===== src/rtl/plin_pkg.sv =====
package plin_pkg;

	localparam int DEFAULT_TABLE_DEPTH = 64;
	localparam int VAL_W = 32;
	localparam int IDX_W = 6;
	localparam int CNT_W = 7;
	localparam int DIV_STEPS = 32;
	localparam int DIV_CNT_W = $clog2(DIV_STEPS);

	// Word index of the register on the configuration port (paddr[2]).
	localparam logic REG_POINTS_IN_USE = 1'b0;

	typedef enum logic {
		ACT_QUERY = 1'b0,
		ACT_WRITE = 1'b1
	} action_t;

	typedef enum logic [1:0] {
		STAT_OK    = 2'd0,
		STAT_EMPTY = 2'd1,
		STAT_RANGE = 2'd2
	} status_t;

	typedef enum logic [3:0] {
		ST_IDLE,
		ST_LAST_RD,
		ST_LAST_CHK,
		ST_SCAN,
		ST_DIFF,
		ST_MUL,
		ST_DIV_GO,
		ST_DIV_WAIT,
		ST_RESULT
	} state_t;

	typedef struct packed {
		logic                   start;
		logic [2*VAL_W-1:0]     dividend;
		logic [VAL_W-1:0]       divisor;
	} div_req_t;

	typedef struct packed {
		logic                   done;
		logic [VAL_W-1:0]       quotient;
	} div_rsp_t;

endpackage


===== src/rtl/plin_divider.sv =====
module plin_divider (
	input  logic                clk,
	input  logic                arst_n,
	input  plin_pkg::div_req_t  req,
	output plin_pkg::div_rsp_t  rsp
);
	import plin_pkg::*;

	// Restoring division, one quotient bit a cycle. The caller guarantees that
	// the upper half of the dividend is below the divisor, so the quotient fits
	// in one word and the partial remainder never exceeds one word.
	logic                 busy_q;
	logic                 done_q;
	logic [DIV_CNT_W-1:0] cnt_q;
	logic [VAL_W-1:0]     rem_q;
	logic [VAL_W-1:0]     low_q;
	logic [VAL_W-1:0]     divisor_q;
	logic [VAL_W:0]       trial;
	logic [VAL_W:0]       diff;
	logic                 fits;

	always_comb begin
		trial = {rem_q, low_q[VAL_W-1]};
		diff  = trial - {1'b0, divisor_q};
		fits  = trial >= {1'b0, divisor_q};
	end

	always_ff @(posedge clk or negedge arst_n) begin
		if (!arst_n) begin
			busy_q <= 1'b0;
			done_q <= 1'b0;
			cnt_q  <= '0;
		end else begin
			done_q <= 1'b0;
			if (req.start) begin
				busy_q <= 1'b1;
				cnt_q  <= '0;
			end else if (busy_q) begin
				cnt_q <= cnt_q + 1'b1;
				if (cnt_q == DIV_CNT_W'(DIV_STEPS - 1)) begin
					busy_q <= 1'b0;
					done_q <= 1'b1;
				end
			end
		end
	end

	always_ff @(posedge clk) begin
		if (req.start) begin
			rem_q     <= req.dividend[2*VAL_W-1:VAL_W];
			low_q     <= req.dividend[VAL_W-1:0];
			divisor_q <= req.divisor;
		end else if (busy_q) begin
			rem_q <= fits ? diff[VAL_W-1:0] : trial[VAL_W-1:0];
			low_q <= {low_q[VAL_W-2:0], fits};
		end
	end

	assign rsp.done     = done_q;
	assign rsp.quotient = low_q;

endmodule


===== config.mk =====
export PLATFORM = sky130hd
export DESIGN_NAME = plin_divider
export DESIGN_NICKNAME = d
export VERILOG_FILES = /design/src/rtl/plin_pkg.sv /design/src/rtl/plin_divider.sv
export SDC_FILE = /design/constraint.sdc
export NUM_CORES = 1
export LEC_CHECK = 0
export BUFFER_PORTS_ARGS = -buffer_cell sky130_fd_sc_hd__buf_2
export CORE_UTILIZATION = 60
export DETAILED_ROUTE_END_ITERATION = 8
export PLACE_DENSITY = 0.87
export SETUP_SLACK_MARGIN = 0.1
export SKIP_LAST_GASP = 1
export SLEW_MARGIN = 25
export SYNTH_ARGS = -nofsm -noshare
export SYNTH_HDL_FRONTEND = slang
export SYNTH_SLANG_ARGS = --single-unit

===== constraint.sdc =====
create_clock -name clk -period 5.45 [get_ports clk]
set_input_delay 1.3625 -clock clk [delete_from_list [all_inputs] [get_ports clk]]
set_output_delay 1.3625 -clock clk [all_outputs]
set_load 0.01 [all_outputs]

After elaboration in Yosys (flattened, before gate mapping)
Index checks and enable logic that the tools add are counted.

word-level totals
  bits in registers = 103
  logic and storage cells = 24

operators by class
  reductions and logical operators = 1
  add/sub/neg operators = 2
  multiplexer cells = 13
  equal/unequal tests = 1
  $lt $le $gt $ge = 1

operators by type and width
  kind                                         count
  two-way mux 32 bit                           5
  >= comparator 33 x 32 -> 1 bit               1
  subtractor 32 bit                            1
  two-way mux 5 bit                            2
  two-way mux 1 bit                            6
  adder 5 x 1 -> 5 bit, second input constant  1
  == test 5 bit, second input constant         1
  nonzero test 2 bit                           1

Logic depth before layout (Yosys ltp)
  depth after elaboration = 4
  mapped depth = 14

Worst setup path before layout
Ideal clock, no wire load.

  path type = in2reg
  from = in req[96] in the netlist's numbering
  to = reg low_q[0] (enable)
  arrival = 2.788 ns
  required time = 5.056 ns
  stages on the path = 3
  setup slack = 2.268 ns
  library setup time = 0.394 ns
  cell sequence = clkbuf_1 -> clkbuf_1 -> or2_2

between the ends
  word-level cells in the longest chain between the ends = 1

ends and longest elaborated chain
  what                          RTL line            source
  start, declared               plin_divider.sv:4   input plin_pkg::div_req_t req,
  nonzero test 2 bit (no line)  n/a
  end signal, assigned          plin_divider.sv:51  low_q <= req.dividend[VAL_W-1:0];
  end signal, assigned          plin_divider.sv:55  low_q <= {low_q[VAL_W-2:0], fits};
  end, declared                 plin_divider.sv:16  logic [VAL_W-1:0] low_q;

No other way between the ends.
A chain may end at the register's enable or synchronous reset.

Worst setup path after layout
  from = reg low_q[31]
  to = reg rem_q[30], data pin

between the ends
  word-level cells in the longest chain between the ends = 4

ends and longest elaborated chain
  what                                                                 RTL line                                source
  subtractor 32 bit or >= comparator 33 x 32 -> 1 bit (tied branches)  plin_divider.sv:24, plin_divider.sv:25
  two-way mux 32 bit (*)                                               plin_divider.sv:54                      rem_q <= fits ? diff[VAL_W-1:0] : trial[VAL_W-1:0];
  two-way mux 32 bit (*)                                               plin_divider.sv:53                      end else if (busy_q) begin
  two-way mux 32 bit (*)                                               plin_divider.sv:49                      if (req.start) begin
  end signal, assigned                                                 plin_divider.sv:50                      rem_q <= req.dividend[2*VAL_W-1:VAL_W];
  end signal, assigned                                                 plin_divider.sv:54
  end, declared                                                        plin_divider.sv:15                      logic [VAL_W-1:0] rem_q;

Every way passes the cells marked *; elsewhere a longest branch is shown, timed or not. The select of a mux whose other input is x is not followed.

==> metrics.txt <==
# TYPE chip_impl_metric gauge
chip_impl_info{name="grt_setup_unrepaired",value="no"} 1
chip_impl_metric{name="global_route.usage.met2",unit="%"} 43.4
chip_impl_metric{name="drt-vias-per-instance",unit=""} 5.84
chip_impl_metric{name="synth-adder-area-share",unit="%"} 7.11
chip_impl_metric{name="cts.sinks",unit=""} 103
chip_impl_info{name="hp-class",value="register to register"} 1
chip_impl_metric{name="timing.critical_path.fanout_max",unit=""} 3
chip_impl_metric{name="number_of_warnings_issued_by_yosys",unit=""} 0
chip_impl_metric{name="first_global_vias",unit=""} 4740
chip_impl_info{name="cts-root-buf",value="sky130_fd_sc_hd__clkbuf_8"} 1
chip_impl_metric{name="cp_data_required_time",unit="ns"} 5.60
chip_impl_metric{name="max_slew_margin",unit="%"} 30.7
chip_impl_metric{name="layout.nets",unit=""} 790
chip_impl_metric{name="finalMaxSlewViolations",unit=""} 0
chip_impl_metric{name="multi_input_area",unit="um^2"} 2920
chip_impl_info{name="final_cell_mix",value="sky130_fd_sc_hd__buf_2 (130), sky130_fd_sc_hd__edfxtp_1 (96), sky130_fd_sc_hd__mux2_2 (51)"} 1
chip_impl_info{name="crit_path_start_kind",value="register"} 1
chip_impl_metric{name="global_route.overflow_total",unit=""} 0
chip_impl_metric{name="gpl.final_weighted_congestion",unit=""} 0.914
chip_impl_info{name="tritoncts_clock_tree",value="built"} 1
chip_impl_metric{name="synth_xor_area_share",unit="%"} 4.05
chip_impl_metric{name="worstRegToRegCells",unit=""} 11
chip_impl_metric{name="die_area",unit="um^2"} 10900
chip_impl_metric{name="drt_iter0_drc",unit=""} 266
chip_impl_metric{name="syn_inst",unit=""} 536
chip_impl_metric{name="p_total",unit="mW"} 3.73
chip_impl_metric{name="io_buffers",unit=""} 131
chip_impl_info{name="mostFrequentLayoutCell",value="sky130_fd_sc_hd__buf_2"} 1
chip_impl_metric{name="timing_hold_violations_final",unit=""} 0
chip_impl_metric{name="post-route-drc-count",unit=""} 0
chip_impl_metric{name="tritoncts.num_buffers",unit=""} 9
chip_impl_info{name="busiest_layer",value="met2"} 1
chip_impl_metric{name="post_route_cells_drive_above_1_share",unit="%"} 32.7
chip_impl_metric{name="final_period_minus_worst_setup_slack",unit="ns"} 3.33
chip_impl_info{name="cp-end-kind",value="register"} 1
chip_impl_metric{name="critical_path_data_arrival_time",unit="ns"} 3.48
chip_impl_metric{name="synth_edf_count",unit=""} 96
chip_impl_metric{name="post-cts-setup-buffers",unit=""} 0
chip_impl_info{name="cpMaxStageDelayCell",value="sky130_fd_sc_hd__a311oi_1"} 1
chip_impl_metric{name="global_route_wire_length_before_repair",unit="um"} 21900
chip_impl_metric{name="placement_cell_area",unit="um^2"} 6980
chip_impl_metric{name="fp.coreArea",unit="um^2"} 9950
chip_impl_metric{name="drv_cap",unit=""} 0
chip_impl_metric{name="pin_count_of_the_biggest_net_entering_global_routing",unit=""} 94
chip_impl_metric{name="final.setup.tns",unit="ns"} 0
chip_impl_metric{name="floorplan.rows",unit=""} 36
chip_impl_metric{name="gr-usage-met1",unit="%"} 30.7
chip_impl_metric{name="period_utilization_post_route",unit="%"} 61.1
chip_impl_metric{name="nFillCells",unit=""} 721
chip_impl_metric{name="finClkSkew",unit="ns"} 0.0112
chip_impl_metric{name="cts_max_path_buffers",unit=""} 2
chip_impl_metric{name="dr_vias",unit=""} 4635
chip_impl_metric{name="postSynth.asyncResetShare",unit="%"} 6.80
chip_impl_metric{name="non_filler_instances",unit=""} 794
chip_impl_metric{name="avgRoutedWirePerCell",unit="um"} 16.9
chip_impl_metric{name="clk_pin_slew_worst_paths",unit="ns"} 0.10
chip_impl_info{name="crit_type",value="register to register"} 1
chip_impl_metric{name="insertion_delay",unit="ns"} 0.39
chip_impl_metric{name="antenna_violations_before_repair",unit=""} 0
chip_impl_metric{name="drt_wl_total",unit="um"} 13400
chip_impl_metric{name="flow.area_growth_from_synthesis",unit="%"} 14.4
chip_impl_info{name="most_frequent_cp_cell",value="sky130_fd_sc_hd__a221o_1"} 1
chip_impl_metric{name="power_density",unit="nW/um^2"} 520
chip_impl_metric{name="timing.hold.worst_path_depth",unit=""} 2
chip_impl_info{name="path_cells",value="inv_1, ha_1, fa_1, nand2b_1, a21oi_1, o211ai_1, a311oi_1, a221o_1, a221oi_2, xnor2_1, a221o_1"} 1
chip_impl_metric{name="cts_hold_buf",unit=""} 0
chip_impl_metric{name="ioPinCount",unit=""} 132
chip_impl_metric{name="yosysUniqueCellTypes",unit=""} 59
chip_impl_metric{name="grt.met3_usage",unit="%"} 8.71
chip_impl_metric{name="fraction_of_synthesized_area_in_multiplexers",unit="%"} 13.3
chip_impl_info{name="main_combinational_cell_family_by_area_after_synthesis",value="multiplexers"} 1
chip_impl_metric{name="synth-seq-area-share",unit="%"} 48.8
chip_impl_info{name="run_status",value="completed"} 1
chip_impl_metric{name="grt_use_total",unit="%"} 25.7
chip_impl_metric{name="syn_area",unit="um^2"} 6270
chip_impl_metric{name="p_leak",unit="nW"} 3.17
chip_impl_metric{name="syn-mean-instance-area",unit="um^2"} 11.7
chip_impl_metric{name="compound_cell_area_share_of_the_yosys_netlist",unit="%"} 12.0
chip_impl_metric{name="hpwl_after_detailed_placement",unit="um"} 9860
chip_impl_metric{name="die-width",unit="um"} 104
chip_impl_metric{name="ant_nets",unit=""} 0
chip_impl_metric{name="fmax",unit="GHz"} 0.300
chip_impl_metric{name="numPlacedInstances",unit=""} 778
chip_impl_metric{name="firstDrtPassIters",unit=""} 4
chip_impl_metric{name="ant_diodes",unit=""} 0
chip_impl_metric{name="postSynthRegisterBits",unit=""} 103
chip_impl_metric{name="post_cts.resized_instances",unit=""} 0
chip_impl_metric{name="synthesis.nets",unit=""} 670
chip_impl_metric{name="effective_utilization_at_floorplan",unit="%"} 62.9
chip_impl_metric{name="floorplan.die.height",unit="um"} 104
chip_impl_metric{name="tightest_slew",unit="ns"} 1.04
chip_impl_metric{name="slowest_delay",unit="ns"} 0.52
chip_impl_metric{name="final_area",unit="um^2"} 7170
chip_impl_metric{name="setup_viol_count_final",unit=""} 0
chip_impl_metric{name="synth-simple-area-share",unit="%"} 10.2
chip_impl_info{name="dominantRegCellSynth",value="sky130_fd_sc_hd__edfxtp_1"} 1
chip_impl_metric{name="area_used_by_sequential_logic_in_the_layout",unit="um^2"} 3060
chip_impl_metric{name="h-tree-depth",unit=""} 3
chip_impl_metric{name="irDropWorstVdd",unit="uV"} 305
-- metal layers --
metal  share of wire (%)  vias to the layer above
li1                    -                     2226
met1                  42                     2207
met2                  49                      186
met3                 7.8                       16
met4                 1.4                        0
met5                   0                        -
-- flip-flops by register name (all words and copies together) (netlist names) --
signal     count
busy_q         1
cnt_q          5
divisor_q     32
done_q         1
low_q         32
rem_q         32
-- path summary, 6_finish.rpt --
path / start / endpoint / slack [ns]
max: low_q[31] / rem_q[30] / 2.12
min: cnt_q[4] / cnt_q[4] / 0.56
max reg2reg: low_q[31] / rem_q[30] / 2.12
min reg2reg: cnt_q[4] / cnt_q[4] / 0.56
max in group asynchronous: arst_n / cnt_q[0] / 4.51
min in group asynchronous: arst_n / done_q / 0.78
-- synthesized netlist by cell type, types with 3 or more instances --
cell	count	area, um^2
sky130_fd_sc_hd__a211oi_1	3	22.5
sky130_fd_sc_hd__a21o_1	14	105
sky130_fd_sc_hd__a21oi_1	41	205
sky130_fd_sc_hd__a221o_1	9	90.1
sky130_fd_sc_hd__a31oi_1	3	18.8
sky130_fd_sc_hd__and3_1	5	31.3
sky130_fd_sc_hd__buf_6	4	45.0
sky130_fd_sc_hd__clkbuf_1	16	60.1
sky130_fd_sc_hd__dfrtp_1	7	175
sky130_fd_sc_hd__edfxtp_1	96	2880
sky130_fd_sc_hd__ha_1	34	425
sky130_fd_sc_hd__inv_1	41	154
sky130_fd_sc_hd__mux2_1	6	67.6
sky130_fd_sc_hd__mux2_2	51	574
sky130_fd_sc_hd__mux2_4	10	150
sky130_fd_sc_hd__mux2i_1	4	40.0
sky130_fd_sc_hd__nand2_1	31	116
sky130_fd_sc_hd__nand2b_1	8	50.1
sky130_fd_sc_hd__nand3_1	7	35.0
sky130_fd_sc_hd__nand4_1	6	37.5
sky130_fd_sc_hd__nor2_1	26	97.6
sky130_fd_sc_hd__nor2b_1	5	31.3
sky130_fd_sc_hd__nor3_1	12	60.1
sky130_fd_sc_hd__nor3b_1	8	60.1
sky130_fd_sc_hd__o211ai_1	6	45.0
sky130_fd_sc_hd__o21ai_0	12	60.1
sky130_fd_sc_hd__o31ai_1	4	30.0
sky130_fd_sc_hd__xnor2_1	18	158
sky130_fd_sc_hd__xor2_1	11	96.3
-- report_power, final --
part | switching, mW | total, mW | internal [mW]
clock | 0.277 | 0.494 | 0.217
sequential | 0.106 | 1.21 | 1.11
combinational | 1.05 | 2.02 | 0.963
total | 1.44 | 3.73 | 2.29
-- worst max-delay path, delay by kind of cell (launching register included) --
kind | cells | cell delay, ns
xor+xnor | 1 | 0.13
simple gates | 1 | 0.18
fa+ha+maj | 2 | 0.62
compound gates | 6 | 1.71
buf+inv | 1 | 0.06
flops | 1 | 0.39
-- metrics by stage --
step	hold slack (ns)	setup WS [ns]	utilization [%]
after floorplan	0.493	2.27	-
after global placement	0.511	1.90	70.1
after detailed placement	0.529	1.80	70.1
after CTS	0.553	2.21	72.0
after global routing	0.578	1.93	72.0
final	0.555	2.12	72.0
-- kinds of logic after synthesis --
logic type	count (synthesis)
AO/OA/AOI/OAI	110
XOR/XNOR	29
adder cells (fa/ha/maj)	35
buffers and inverters	65
flip-flops	103
multiplexers	71
AND/OR/NAND/NOR	123
-- cell type report --
cell class / instances / area share [%]
clock buffers: 11 / 1.83
clock inverters: 5 / 0.890
inverters: 41 / 2.15
multi-input cells: 368 / 40.8
flip-flops and latches: 103 / 42.6
well taps: 133 / 2.32
repair buffers: 133 / 9.39
Power figures use the tool's default switching activity.
